==> src/hdl/sde_pkg.sv <==
package sde_pkg;

  // Default sizes of the stores
  localparam int NUM_CONTEXTS_DEF  = 16;
  localparam int NUM_RECEIVERS_DEF = 4;
  localparam int NUM_THREADS_DEF   = 16;

  // Field widths
  localparam int CMD_W   = 4;
  localparam int CID_W   = 4;
  localparam int RID_W   = 2;
  localparam int TID_W   = 4;
  localparam int CNT_W   = 32;
  localparam int IMP_W   = 64;
  localparam int EV_W    = 3;
  localparam int STAMP_W = 32;

  localparam logic [CNT_W-1:0] SUBMIT_CEILING = '1;

  // Command codes
  localparam logic [CMD_W-1:0] CMD_CREATE      = 4'd0;
  localparam logic [CMD_W-1:0] CMD_SUBMIT      = 4'd1;
  localparam logic [CMD_W-1:0] CMD_ACK         = 4'd2;
  localparam logic [CMD_W-1:0] CMD_KILL        = 4'd3;
  localparam logic [CMD_W-1:0] CMD_CANCEL_KILL = 4'd4;
  localparam logic [CMD_W-1:0] CMD_DESTROY_CTX = 4'd5;
  localparam logic [CMD_W-1:0] CMD_ADD_HANDLER = 4'd6;
  localparam logic [CMD_W-1:0] CMD_CANCEL_HNDL = 4'd7;
  localparam logic [CMD_W-1:0] CMD_DESTROY_RCV = 4'd8;

  // Event codes
  localparam logic [EV_W-1:0] EV_DONE        = 3'd0;
  localparam logic [EV_W-1:0] EV_DELIVERED   = 3'd1;
  localparam logic [EV_W-1:0] EV_HNDL_WAIT   = 3'd2;
  localparam logic [EV_W-1:0] EV_HNDL_REFUSE = 3'd3;
  localparam logic [EV_W-1:0] EV_KILL_PEND   = 3'd4;
  localparam logic [EV_W-1:0] EV_KILL_DONE   = 3'd5;
  localparam logic [EV_W-1:0] EV_KILL_FAIL   = 3'd6;

  // Result of one age comparison step
  typedef struct packed {
    logic               take;
    logic [STAMP_W-1:0] age;
  } age_res_t;

endpackage

==> src/hdl/signal_delivery_engine_core.sv <==
// Signal delivery engine. Pulse start while busy is low to issue one command;
// busy stays high until the command has finished. Results come out one per
// cycle on out_valid and cannot be held off; every command ends with a done
// result carrying out_last. A delivery check scans every context and then
// every handler thread through one shared age comparator, one entry a cycle,
// and repeats after each delivery until a pass finds no match. Destroying a
// receiver walks all context slots, one a cycle, pausing for each context
// that it destroys.
module signal_delivery_engine_core #(
  parameter int NUM_CONTEXTS  = sde_pkg::NUM_CONTEXTS_DEF,
  parameter int NUM_RECEIVERS = sde_pkg::NUM_RECEIVERS_DEF,
  parameter int NUM_THREADS   = sde_pkg::NUM_THREADS_DEF
) (
  input  logic                        clk,
  input  logic                        rst_n,
  input  logic                        start,
  output logic                        busy,
  input  logic [sde_pkg::CMD_W-1:0]   in_cmd,
  input  logic [sde_pkg::CID_W-1:0]   in_context_id,
  input  logic [sde_pkg::RID_W-1:0]   in_receiver_id,
  input  logic [sde_pkg::TID_W-1:0]   in_thread_id,
  input  logic [sde_pkg::CNT_W-1:0]   in_submit_count,
  input  logic [sde_pkg::IMP_W-1:0]   in_imprint,
  output logic                        out_valid,
  output logic [sde_pkg::EV_W-1:0]    out_event_res,
  output logic [sde_pkg::TID_W-1:0]   out_thread_id_out,
  output logic [sde_pkg::IMP_W-1:0]   out_imprint_out,
  output logic [sde_pkg::CNT_W-1:0]   out_count_out,
  output logic                        out_last
);

  localparam int CIW = (NUM_CONTEXTS > 1) ? $clog2(NUM_CONTEXTS) : 1;
  localparam int TIW = (NUM_THREADS > 1) ? $clog2(NUM_THREADS) : 1;

  typedef enum logic [9:0] {
    S_IDLE   = 10'b00_0000_0001,
    S_EXEC   = 10'b00_0000_0010,
    S_DELIV  = 10'b00_0000_0100,
    S_LSCANC = 10'b00_0000_1000,
    S_LSCANH = 10'b00_0001_0000,
    S_LMATCH = 10'b00_0010_0000,
    S_CANCEL = 10'b00_0100_0000,
    S_DESTR  = 10'b00_1000_0000,
    S_RSCAN  = 10'b01_0000_0000,
    S_FIN    = 10'b10_0000_0000
  } state_t;

  state_t state_r;

  // Latched command
  logic [sde_pkg::CMD_W-1:0] cmd_r;
  logic [sde_pkg::CID_W-1:0] cid_r;
  logic [sde_pkg::RID_W-1:0] rid_r;
  logic [sde_pkg::TID_W-1:0] tid_r;
  logic [sde_pkg::CNT_W-1:0] cnt_r;
  logic [sde_pkg::IMP_W-1:0] imp_r;

  // Context store
  logic [NUM_CONTEXTS-1:0]     ctx_valid_r;
  logic [sde_pkg::RID_W-1:0]   ctx_receiver_r   [NUM_CONTEXTS];
  logic [sde_pkg::IMP_W-1:0]   ctx_imprint_r    [NUM_CONTEXTS];
  logic [sde_pkg::CNT_W-1:0]   ctx_pending_r    [NUM_CONTEXTS];
  logic                        ctx_acked_r      [NUM_CONTEXTS];
  logic                        ctx_killed_r     [NUM_CONTEXTS];
  logic                        ctx_has_killer_r [NUM_CONTEXTS];
  logic [sde_pkg::TID_W-1:0]   ctx_killer_r     [NUM_CONTEXTS];
  logic                        ctx_queued_r     [NUM_CONTEXTS];
  logic [sde_pkg::STAMP_W-1:0] ctx_stamp_r      [NUM_CONTEXTS];

  // Thread store
  logic [NUM_THREADS-1:0]      ktv_r;
  logic [sde_pkg::CID_W-1:0]   kt_r             [NUM_THREADS];
  logic [NUM_THREADS-1:0]      hwait_r;
  logic [sde_pkg::RID_W-1:0]   hrecv_r          [NUM_THREADS];
  logic [sde_pkg::STAMP_W-1:0] hstamp_r         [NUM_THREADS];

  logic [sde_pkg::STAMP_W-1:0] oc_r;

  // Sequencer working registers
  logic [CIW:0]                cs_r;
  logic [TIW:0]                hs_r;
  logic [CIW-1:0]              dix_r;
  logic [CIW-1:0]              best_c_r;
  logic [TIW-1:0]              best_h_r;
  logic                        found_c_r;
  logic                        found_h_r;
  logic [sde_pkg::STAMP_W-1:0] best_age_r;
  logic [sde_pkg::RID_W-1:0]   lr_r;
  logic [sde_pkg::CID_W-1:0]   x_r;

  // Output registers
  logic                        out_valid_r;
  logic [sde_pkg::EV_W-1:0]    out_ev_r;
  logic [sde_pkg::TID_W-1:0]   out_tid_r;
  logic [sde_pkg::IMP_W-1:0]   out_imp_r;
  logic [sde_pkg::CNT_W-1:0]   out_cnt_r;
  logic                        out_last_r;

  logic [CIW-1:0] c_idx;
  logic [TIW-1:0] t_idx;
  logic [CIW-1:0] cs_idx;
  logic [TIW-1:0] hs_idx;
  logic [CIW-1:0] x_idx;
  logic           c_in, c_ok, r_ok, t_ok;
  logic [TIW-1:0] kill_idx;
  logic [TIW-1:0] dkill_idx;
  logic           scan_ctx;
  logic           cand_c, cand_h;
  logic [sde_pkg::STAMP_W-1:0] au_stamp;
  sde_pkg::age_res_t           au_res;

  assign c_idx     = CIW'(cid_r);
  assign t_idx     = TIW'(tid_r);
  assign cs_idx    = cs_r[CIW-1:0];
  assign hs_idx    = hs_r[TIW-1:0];
  assign x_idx     = CIW'(x_r);
  assign c_in      = 32'(cid_r) < NUM_CONTEXTS;
  assign c_ok      = c_in && ctx_valid_r[c_idx];
  assign r_ok      = 32'(rid_r) < NUM_RECEIVERS;
  assign t_ok      = 32'(tid_r) < NUM_THREADS;
  assign kill_idx  = TIW'(ctx_killer_r[c_idx]);
  assign dkill_idx = TIW'(ctx_killer_r[dix_r]);

  // Candidates of the current scan step
  assign scan_ctx = (state_r == S_LSCANC);
  assign cand_c   = ctx_valid_r[cs_idx] && ctx_queued_r[cs_idx] &&
                    (ctx_receiver_r[cs_idx] == lr_r);
  assign cand_h   = hwait_r[hs_idx] && (hrecv_r[hs_idx] == lr_r);
  assign au_stamp = scan_ctx ? ctx_stamp_r[cs_idx] : hstamp_r[hs_idx];

  sde_age_unit u_age (
    .counter  (oc_r),
    .stamp    (au_stamp),
    .best_age (best_age_r),
    .found    (scan_ctx ? found_c_r : found_h_r),
    .res      (au_res)
  );

  // Sequencer, stores and result register
  always_ff @(posedge clk) begin
    if (!rst_n) begin
      state_r     <= S_IDLE;
      ctx_valid_r <= '0;
      ktv_r       <= '0;
      hwait_r     <= '0;
      oc_r        <= '0;
      out_valid_r <= 1'b0;
      out_last_r  <= 1'b0;
    end else begin
      out_valid_r <= 1'b0;
      out_last_r  <= 1'b0;
      out_tid_r   <= '0;
      out_imp_r   <= '0;
      out_cnt_r   <= '0;
      unique case (state_r)
        S_IDLE: begin
          if (start) begin
            cmd_r   <= in_cmd;
            cid_r   <= in_context_id;
            rid_r   <= in_receiver_id;
            tid_r   <= in_thread_id;
            cnt_r   <= in_submit_count;
            imp_r   <= in_imprint;
            state_r <= S_EXEC;
          end
        end
        S_EXEC: begin
          state_r <= S_FIN;
          unique case (cmd_r)
            sde_pkg::CMD_CREATE: begin
              if (c_in && !ctx_valid_r[c_idx] && r_ok) begin
                ctx_valid_r[c_idx]      <= 1'b1;
                ctx_receiver_r[c_idx]   <= rid_r;
                ctx_imprint_r[c_idx]    <= imp_r;
                ctx_pending_r[c_idx]    <= '0;
                ctx_acked_r[c_idx]      <= 1'b1;
                ctx_killed_r[c_idx]     <= 1'b0;
                ctx_has_killer_r[c_idx] <= 1'b0;
                ctx_killer_r[c_idx]     <= '0;
                ctx_queued_r[c_idx]     <= 1'b0;
              end
            end
            sde_pkg::CMD_SUBMIT: begin
              if (c_ok && !ctx_killed_r[c_idx]) begin
                // Skip the add when it would reach the ceiling
                if (ctx_pending_r[c_idx] < (sde_pkg::SUBMIT_CEILING - cnt_r))
                  ctx_pending_r[c_idx] <= ctx_pending_r[c_idx] + cnt_r;
                if (ctx_acked_r[c_idx])
                  state_r <= S_DELIV;
              end
            end
            sde_pkg::CMD_ACK: begin
              if (c_ok && !ctx_acked_r[c_idx]) begin
                if (!ctx_killed_r[c_idx]) begin
                  ctx_acked_r[c_idx] <= 1'b1;
                  state_r            <= S_DELIV;
                end else if (ctx_has_killer_r[c_idx]) begin
                  ktv_r[kill_idx]         <= 1'b0;
                  ctx_has_killer_r[c_idx] <= 1'b0;
                  out_valid_r             <= 1'b1;
                  out_ev_r                <= sde_pkg::EV_KILL_DONE;
                  out_tid_r               <= ctx_killer_r[c_idx];
                end
              end
            end
            sde_pkg::CMD_KILL: begin
              if (c_ok && t_ok && !ctx_killed_r[c_idx]) begin
                ctx_killed_r[c_idx] <= 1'b1;
                if (!ctx_acked_r[c_idx]) begin
                  ctx_has_killer_r[c_idx] <= 1'b1;
                  ctx_killer_r[c_idx]     <= tid_r;
                  ktv_r[t_idx]            <= 1'b1;
                  kt_r[t_idx]             <= cid_r;
                  out_valid_r             <= 1'b1;
                  out_ev_r                <= sde_pkg::EV_KILL_PEND;
                  out_tid_r               <= tid_r;
                end
              end
            end
            sde_pkg::CMD_CANCEL_KILL: begin
              if (t_ok && ktv_r[t_idx]) begin
                x_r          <= kt_r[t_idx];
                ktv_r[t_idx] <= 1'b0;
                state_r      <= S_CANCEL;
              end
            end
            sde_pkg::CMD_DESTROY_CTX: begin
              if (c_ok) begin
                dix_r   <= c_idx;
                state_r <= S_DESTR;
              end
            end
            sde_pkg::CMD_ADD_HANDLER: begin
              if (t_ok && r_ok) begin
                out_valid_r <= 1'b1;
                out_tid_r   <= tid_r;
                if (hwait_r[t_idx]) begin
                  out_ev_r <= sde_pkg::EV_HNDL_REFUSE;
                end else begin
                  hwait_r[t_idx]  <= 1'b1;
                  hrecv_r[t_idx]  <= rid_r;
                  hstamp_r[t_idx] <= oc_r;
                  oc_r            <= oc_r + 1'b1;
                  out_ev_r        <= sde_pkg::EV_HNDL_WAIT;
                  lr_r            <= rid_r;
                  cs_r            <= '0;
                  found_c_r       <= 1'b0;
                  found_h_r       <= 1'b0;
                  state_r         <= S_LSCANC;
                end
              end
            end
            sde_pkg::CMD_CANCEL_HNDL: begin
              if (t_ok)
                hwait_r[t_idx] <= 1'b0;
            end
            sde_pkg::CMD_DESTROY_RCV: begin
              if (r_ok) begin
                cs_r    <= '0;
                state_r <= S_RSCAN;
              end
            end
            default: begin
            end
          endcase
        end
        S_DELIV: begin
          // Queue the context if it has something to deliver, then match
          if (ctx_pending_r[c_idx] == '0) begin
            state_r <= S_FIN;
          end else begin
            if (!ctx_queued_r[c_idx]) begin
              ctx_queued_r[c_idx] <= 1'b1;
              ctx_stamp_r[c_idx]  <= oc_r;
              oc_r                <= oc_r + 1'b1;
            end
            lr_r      <= ctx_receiver_r[c_idx];
            cs_r      <= '0;
            found_c_r <= 1'b0;
            found_h_r <= 1'b0;
            state_r   <= S_LSCANC;
          end
        end
        S_LSCANC: begin
          // Find the oldest queued context of the receiver
          if (cs_r == (CIW + 1)'(NUM_CONTEXTS)) begin
            hs_r    <= '0;
            state_r <= S_LSCANH;
          end else begin
            if (cand_c && au_res.take) begin
              best_c_r   <= cs_idx;
              best_age_r <= au_res.age;
              found_c_r  <= 1'b1;
            end
            cs_r <= cs_r + 1'b1;
          end
        end
        S_LSCANH: begin
          // Find the oldest waiting handler of the receiver
          if (hs_r == (TIW + 1)'(NUM_THREADS)) begin
            state_r <= S_LMATCH;
          end else begin
            if (cand_h && au_res.take) begin
              best_h_r   <= hs_idx;
              best_age_r <= au_res.age;
              found_h_r  <= 1'b1;
            end
            hs_r <= hs_r + 1'b1;
          end
        end
        S_LMATCH: begin
          if (found_c_r && found_h_r) begin
            hwait_r[best_h_r]        <= 1'b0;
            ctx_pending_r[best_c_r]  <= '0;
            ctx_acked_r[best_c_r]    <= 1'b0;
            ctx_queued_r[best_c_r]   <= 1'b0;
            out_valid_r              <= 1'b1;
            out_ev_r                 <= sde_pkg::EV_DELIVERED;
            out_tid_r                <= sde_pkg::TID_W'(best_h_r);
            out_imp_r                <= ctx_imprint_r[best_c_r];
            out_cnt_r                <= ctx_pending_r[best_c_r];
            cs_r                     <= '0;
            found_c_r                <= 1'b0;
            found_h_r                <= 1'b0;
            state_r                  <= S_LSCANC;
          end else begin
            state_r <= S_FIN;
          end
        end
        S_CANCEL: begin
          // Drop the wait only if this thread is still the target's killer
          if ((32'(x_r) < NUM_CONTEXTS) && ctx_valid_r[x_idx] &&
              ctx_has_killer_r[x_idx] && (ctx_killer_r[x_idx] == tid_r))
            ctx_has_killer_r[x_idx] <= 1'b0;
          state_r <= S_FIN;
        end
        S_DESTR: begin
          if (ctx_has_killer_r[dix_r]) begin
            out_valid_r <= 1'b1;
            out_ev_r    <= sde_pkg::EV_KILL_FAIL;
            out_tid_r   <= ctx_killer_r[dix_r];
            if (ktv_r[dkill_idx] && (CIW'(kt_r[dkill_idx]) == dix_r))
              ktv_r[dkill_idx] <= 1'b0;
          end
          ctx_has_killer_r[dix_r] <= 1'b0;
          ctx_queued_r[dix_r]     <= 1'b0;
          ctx_valid_r[dix_r]      <= 1'b0;
          state_r <= (cmd_r == sde_pkg::CMD_DESTROY_RCV) ? S_RSCAN : S_FIN;
        end
        S_RSCAN: begin
          // Walk the slots in ascending order and destroy the receiver's
          if (cs_r == (CIW + 1)'(NUM_CONTEXTS)) begin
            state_r <= S_FIN;
          end else begin
            if (ctx_valid_r[cs_idx] && (ctx_receiver_r[cs_idx] == rid_r)) begin
              dix_r   <= cs_idx;
              state_r <= S_DESTR;
            end
            cs_r <= cs_r + 1'b1;
          end
        end
        S_FIN: begin
          out_valid_r <= 1'b1;
          out_ev_r    <= sde_pkg::EV_DONE;
          out_last_r  <= 1'b1;
          state_r     <= S_IDLE;
        end
        default: begin
          state_r <= S_IDLE;
        end
      endcase
    end
  end

  assign busy              = (state_r != S_IDLE);
  assign out_valid         = out_valid_r;
  assign out_event_res     = out_ev_r;
  assign out_thread_id_out = out_tid_r;
  assign out_imprint_out   = out_imp_r;
  assign out_count_out     = out_cnt_r;
  assign out_last          = out_last_r;

  a_last_idle: assert property (@(posedge clk) disable iff (!rst_n)
    (out_valid && out_last) |-> !busy)
    else $error("final done shown while still busy");

  a_mid_busy: assert property (@(posedge clk) disable iff (!rst_n)
    (out_valid && !out_last) |-> busy)
    else $error("intermediate result after command finished");

  a_accept_quiet: assert property (@(posedge clk) disable iff (!rst_n)
    (start && !busy) |=> (busy && !out_valid))
    else $error("accepted transaction not followed by busy, quiet cycle");

  a_last_gap: assert property (@(posedge clk) disable iff (!rst_n)
    (out_valid && out_last) |=> !out_valid)
    else $error("result directly after final done");

endmodule

==> src/hdl/sde_age_unit.sv <==
module sde_age_unit (
  input  logic [sde_pkg::STAMP_W-1:0] counter,
  input  logic [sde_pkg::STAMP_W-1:0] stamp,
  input  logic [sde_pkg::STAMP_W-1:0] best_age,
  input  logic                        found,
  output sde_pkg::age_res_t           res
);

  logic [sde_pkg::STAMP_W-1:0] age;

  // Age is the wrapping distance from the stamp to the order counter
  assign age      = counter - stamp;
  // Take the first candidate, then only a strictly older one
  assign res.age  = age;
  assign res.take = !found || (age > best_age);

endmodule

==> config.mk <==
export PLATFORM = sky130hd
export DESIGN_NAME = signal_delivery_engine_core
export DESIGN_NICKNAME = d
export VERILOG_FILES = /design/src/hdl/sde_pkg.sv /design/src/hdl/signal_delivery_engine_core.sv /design/src/hdl/sde_age_unit.sv
export SDC_FILE = /design/constraint.sdc
export NUM_CORES = 2
export LEC_CHECK = 0
export ABC_CLOCK_PERIOD_IN_PS = 9050
export BUFFER_PORTS_ARGS = -buffer_cell sky130_fd_sc_hd__buf_2
export CORE_MARGIN = 4
export CORE_UTILIZATION = 57
export DETAILED_ROUTE_END_ITERATION = 16
export PLACE_DENSITY = 0.82
export SETUP_SLACK_MARGIN = 0.05
export SLEW_MARGIN = 20
export SYNTH_ARGS = -nofsm -noshare
export SYNTH_HDL_FRONTEND = slang
export SYNTH_SLANG_ARGS = --single-unit
==> constraint.sdc <==
create_clock -name clk -period 9.05 [get_ports clk]
set_input_delay 0.4525 -clock clk [delete_from_list [all_inputs] [get_ports clk]]
set_output_delay 0.4525 -clock clk [all_outputs]
set_load 0.01 [all_outputs]
==> impl_metrics.sql <==
INSERT INTO impl_metrics (metric_group, metric, value, unit) VALUES
('clock_tree', 'cell_chosen_for_the_clock_root', 'clkbuf_16', ''),
('global_routing', 'first_global_vias', '76900', ''),
('placement', 'port_buffer_cells', '218', ''),
('sta', 'timing.setup.tns', '0', 'ns'),
('power_and_ir_drop', 'finalPower', '30.7', 'mW'),
('detailed_routing', 'detail_route.drc_violations', '0', ''),
('synthesis', 'post_synth_main_area_contributors', 'edfxtp_1 (70%), mux4_2 (19%), dfxtp_1 (1.6%)', ''),
('cells_and_area', 'fraction_of_layout_instances_using_a_drive_strength_above_1', '30.2', '%'),
('power_and_ir_drop', 'power.leakage', '45.9', 'nW'),
('worst_setup_path', 'critical_path.startpoint_type', 'register', ''),
('sta', 'layout_min_cycle_time', '8.45', 'ns'),
('synthesis', 'mappedNetlistArea', '133000', 'µm²'),
('worst_setup_path', 'critical_path.slowest_cell', 'nor4b_2', ''),
('clock_tree', 'clkLatencyLatePin', '1.05', 'ns'),
('detailed_routing', 'detail-route-antenna-nets', '0', ''),
('clock_tree', 'cts-htree-levels', '5', ''),
('synthesis', 'synth_cell_type_count', '80', ''),
('synthesis', 'post-synth-top-area-fraction', '69.8', '%'),
('clock_tree', 'number_of_clock_sinks_seen_by_cts', '3199', ''),
('synthesis', 'synthArstFlopShare', '0', '%'),
('worst_setup_path', 'worst_path_largest_cell_delay', '0.51', 'ns'),
('sta', 'worst_clock_skew', '0.144', 'ns'),
('synthesis', 'synth_flop_cell', 'edfxtp_1', ''),
('worst_setup_path', 'r2r_setup_slack', '0.60', 'ns'),
('worst_setup_path', 'crit_path_max_fanout', '32', ''),
('detailed_routing', 'routedWlPerCell', '37.9', 'µm'),
('sta', 'period_utilization_post_route', '93.4', '%'),
('detailed_routing', 'num_vias', '74900', ''),
('detailed_routing', 'detailedRoute.firstPassIterationCount', '11', ''),
('outcome', 'status', 'finished clean', ''),
('die', 'core-area', '233000', 'µm²'),
('placement', 'detailedPlace.worstSlack', '0.598', 'ns'),
('synthesis', 'yosys.area_share.xor_xnor', '0.625', '%'),
('worst_setup_path', 'rr_startpoint', 'state_r[9]', ''),
('global_routing', 'globalRouteOverflowTotal', '0', ''),
('synthesis', 'muxShareOfSynthArea', '19.9', '%'),
('die', 'initial_core_utilization', '57.2', '%'),
('worst_setup_path', 'reg2reg_depth', '32', ''),
('sta', 'tightest_slew', '1.25', 'ns'),
('worst_setup_path', 'crit-reg2reg-capture', 'best_age_r[19]', ''),
('sta', 'final.setup.worst_slack', '0.598', 'ns'),
('worst_setup_path', 'cp_data_arrival_time', '9.03', 'ns'),
('global_routing', 'grt_start_max_net_pins', '158', ''),
('die', 'design.die.area', '241000', 'µm²'),
('sta', 'grt_setup_unrepaired', 'no', ''),
('clock_tree', 'cts.clk_slew.worst_paths', '0.09', 'ns'),
('die', 'die-width', '491', 'µm'),
('placement', 'dp_hpwl', '187', 'mm'),
('global_routing', 'antenna_found_initial', '24', ''),
('global_routing', 'total_routing_usage_gr', '32.2', '%'),
('detailed_routing', 'drt_wl_total', '389', 'mm'),
('clock_tree', 'max-clock-path-buffers', '4', ''),
('clock_tree', 'cts_tree', 'built', ''),
('synthesis', 'synth-seq-cells', '3199', ''),
('min_path', 'holdCritPathClass', 'input port to register', ''),
('sta', 'timing.fmax', '118', 'MHz'),
('sta', 'worst_hold_slack_after_final_layout', '0.140', 'ns'),
('placement', 'place_congestion', '0.918', ''),
('synthesis', 'synth_area_leader_cell', 'edfxtp_1', ''),
('cells_and_area', 'area.growth.synth_to_final', '13.1', '%'),
('worst_setup_path', 'worst_setup_path_end_kind', 'register', ''),
('die', 'core.rowCount', '177', ''),
('sta', 'final-hold-violation-count', '0', ''),
('worst_setup_path', 'timing.critical_path.required', '9.63', 'ns'),
('synthesis', 'edff_count_synth', '3091', ''),
('synthesis', 'postSynthAreaPerCell', '20.5', 'µm²'),
('sta', 'slew_headroom', '16.8', '%'),
('synthesis', 'post_synth_fa_ha_maj_area_fraction', '0.980', '%'),
('sta', 'slew_viol_final', '0', ''),
('synthesis', 'synth_cells', '6477', ''),
('sta', 'final-setup-viol-count', '0', '');
==> per-layer routing <==
layer	vias up	wire length [µm]	global-route usage, %	share of wire, %
met1	38100	124000	40.5	32
met2	7026	191000	52.1	49
met4	20	23700	16.4	6.1
met3	1614	50800	8.55	13
met5	-	305	0.278	0.078
li1	28100	-	-	-
==> kinds of logic (layout without fill, tap and decap cells) <==
family | after synthesis | after routing
xor+xnor | 95 | 95
other cells | 0 | 10
fa+ha+maj | 103 | 103
simple gates | 934 | 934
flops | 3199 | 3199
buf+inv | 426 | 1163
compound gates | 478 | 478
mux | 1242 | 1242
==> metrics by stage <==
step / cells / utilization [%]
3_3_place_gp: 9561 / 59.6
4_1_cts: 10300 / 64.6
5_1_grt: 10300 / 64.7
6_report: 10300 / 64.7
2_1_floorplan: 6477 / -
3_5_place_dp: 9562 / 59.6
==> cells in the final DEF, fill, tap and decap left out, types with 15 or more instances in the layout <==
cell              n
and2_1          128
mux4_2         1122
clkbuf_1         59
nor3_1           31
clkinv_1         55
dlygate4sd3_1   112
nand3_1          69
o21ai_0         110
nand2_1         155
a21o_1           38
a31oi_1          46
clkinv_2         55
o31ai_1          16
edfxtp_1       3091
nand4_1          29
xnor2_1          67
dfxtp_2          27
nor2_1          249
bufinv_16        36
ha_1            101
nand2b_1         26
xor2_1           28
o21a_1           20
buf_2           217
inv_1            74
buf_4           160
or2_2            26
clkinvlp_4       19
mux2_2           35
and3_1           15
a211oi_1         20
a21oi_1         128
nor2_4           65
mux2i_1          84
clkbuf_16       334
nor4_1           23
nor2b_1          34
dfxtp_1          72
==> worst min-delay path by stage <==
stage,startpoint,endpoint,cells after the start
2_1_floorplan,cs_r[2],best_c_r[2],0
3_3_place_gp,register,register,2
3_5_place_dp,register,register,2
4_1_cts,in_imprint[13],imp_r[13],2
5_1_grt,in_imprint[17],imp_r[17],2
6_report,in_imprint[13],imp_r[13],2
==> synth_stat cells, drive strengths merged (70+ instances only) <==
library cell     n
edfxtp        3091
mux4          1122
nor2           318
clkbuf         238
nand2          155
and2           129
a21oi          128
buf            111
o21ai          110
dfxtp          108
ha             101
mux2i           85
inv             77
nand3           70
==> registers in the layout (all words and copies together), names as in the netlist, 32 cells and up, named ones only <==
register         cells
hstamp_r           512
hrecv_r             32
ctx_receiver_r      32
ctx_stamp_r        512
oc_r                32
best_age_r          32
kt_r                64
imp_r               64
ctx_pending_r      512
ctx_killer_r        64
out_count_out       32
ctx_imprint_r     1024
out_imprint_out     64
cnt_r               32
==> worst max-delay path: cells and delay by family, from the launching register on <==
family	cells	cell delay, ns
compound gates	11	2.41
fa+ha+maj	3	0.97
flops	1	0.38
mux	1	0.26
xor+xnor	1	0.17
simple gates	12	2.87
buf+inv	4	0.99
==> area by class of cell <==
cell class,instances,area (µm²)
flip-flops and latches,3199,95000
fillers,14100,82100
inverters,77,289
well taps,3043,3810
multi-input cells,2852,36900
repair buffers,509,3840
clock buffers,398,8650
clock inverters,179,1860
diodes,10,25.0
==> timing repair <==
item | in CTS | in global routing
hold endpoints to repair | 137 | 0
hold buffers | 112 | 0
endpoints found under the setup margin | 0 | 32
gates resized for setup | 0 | 1
==> report_power, final <==
| group | switching, mW | internal [mW] | leakage (nW) | total (mW) |
|---|---|---|---|---|
| registers | 0.123 | 16.1 | 27.4 | 16.2 |
| clock network | 5.94 | 7.83 | 5.11 | 13.8 |
| logic | 0.384 | 0.268 | 13.4 | 0.652 |
Note: power is estimated with default switching activity, not from simulation.
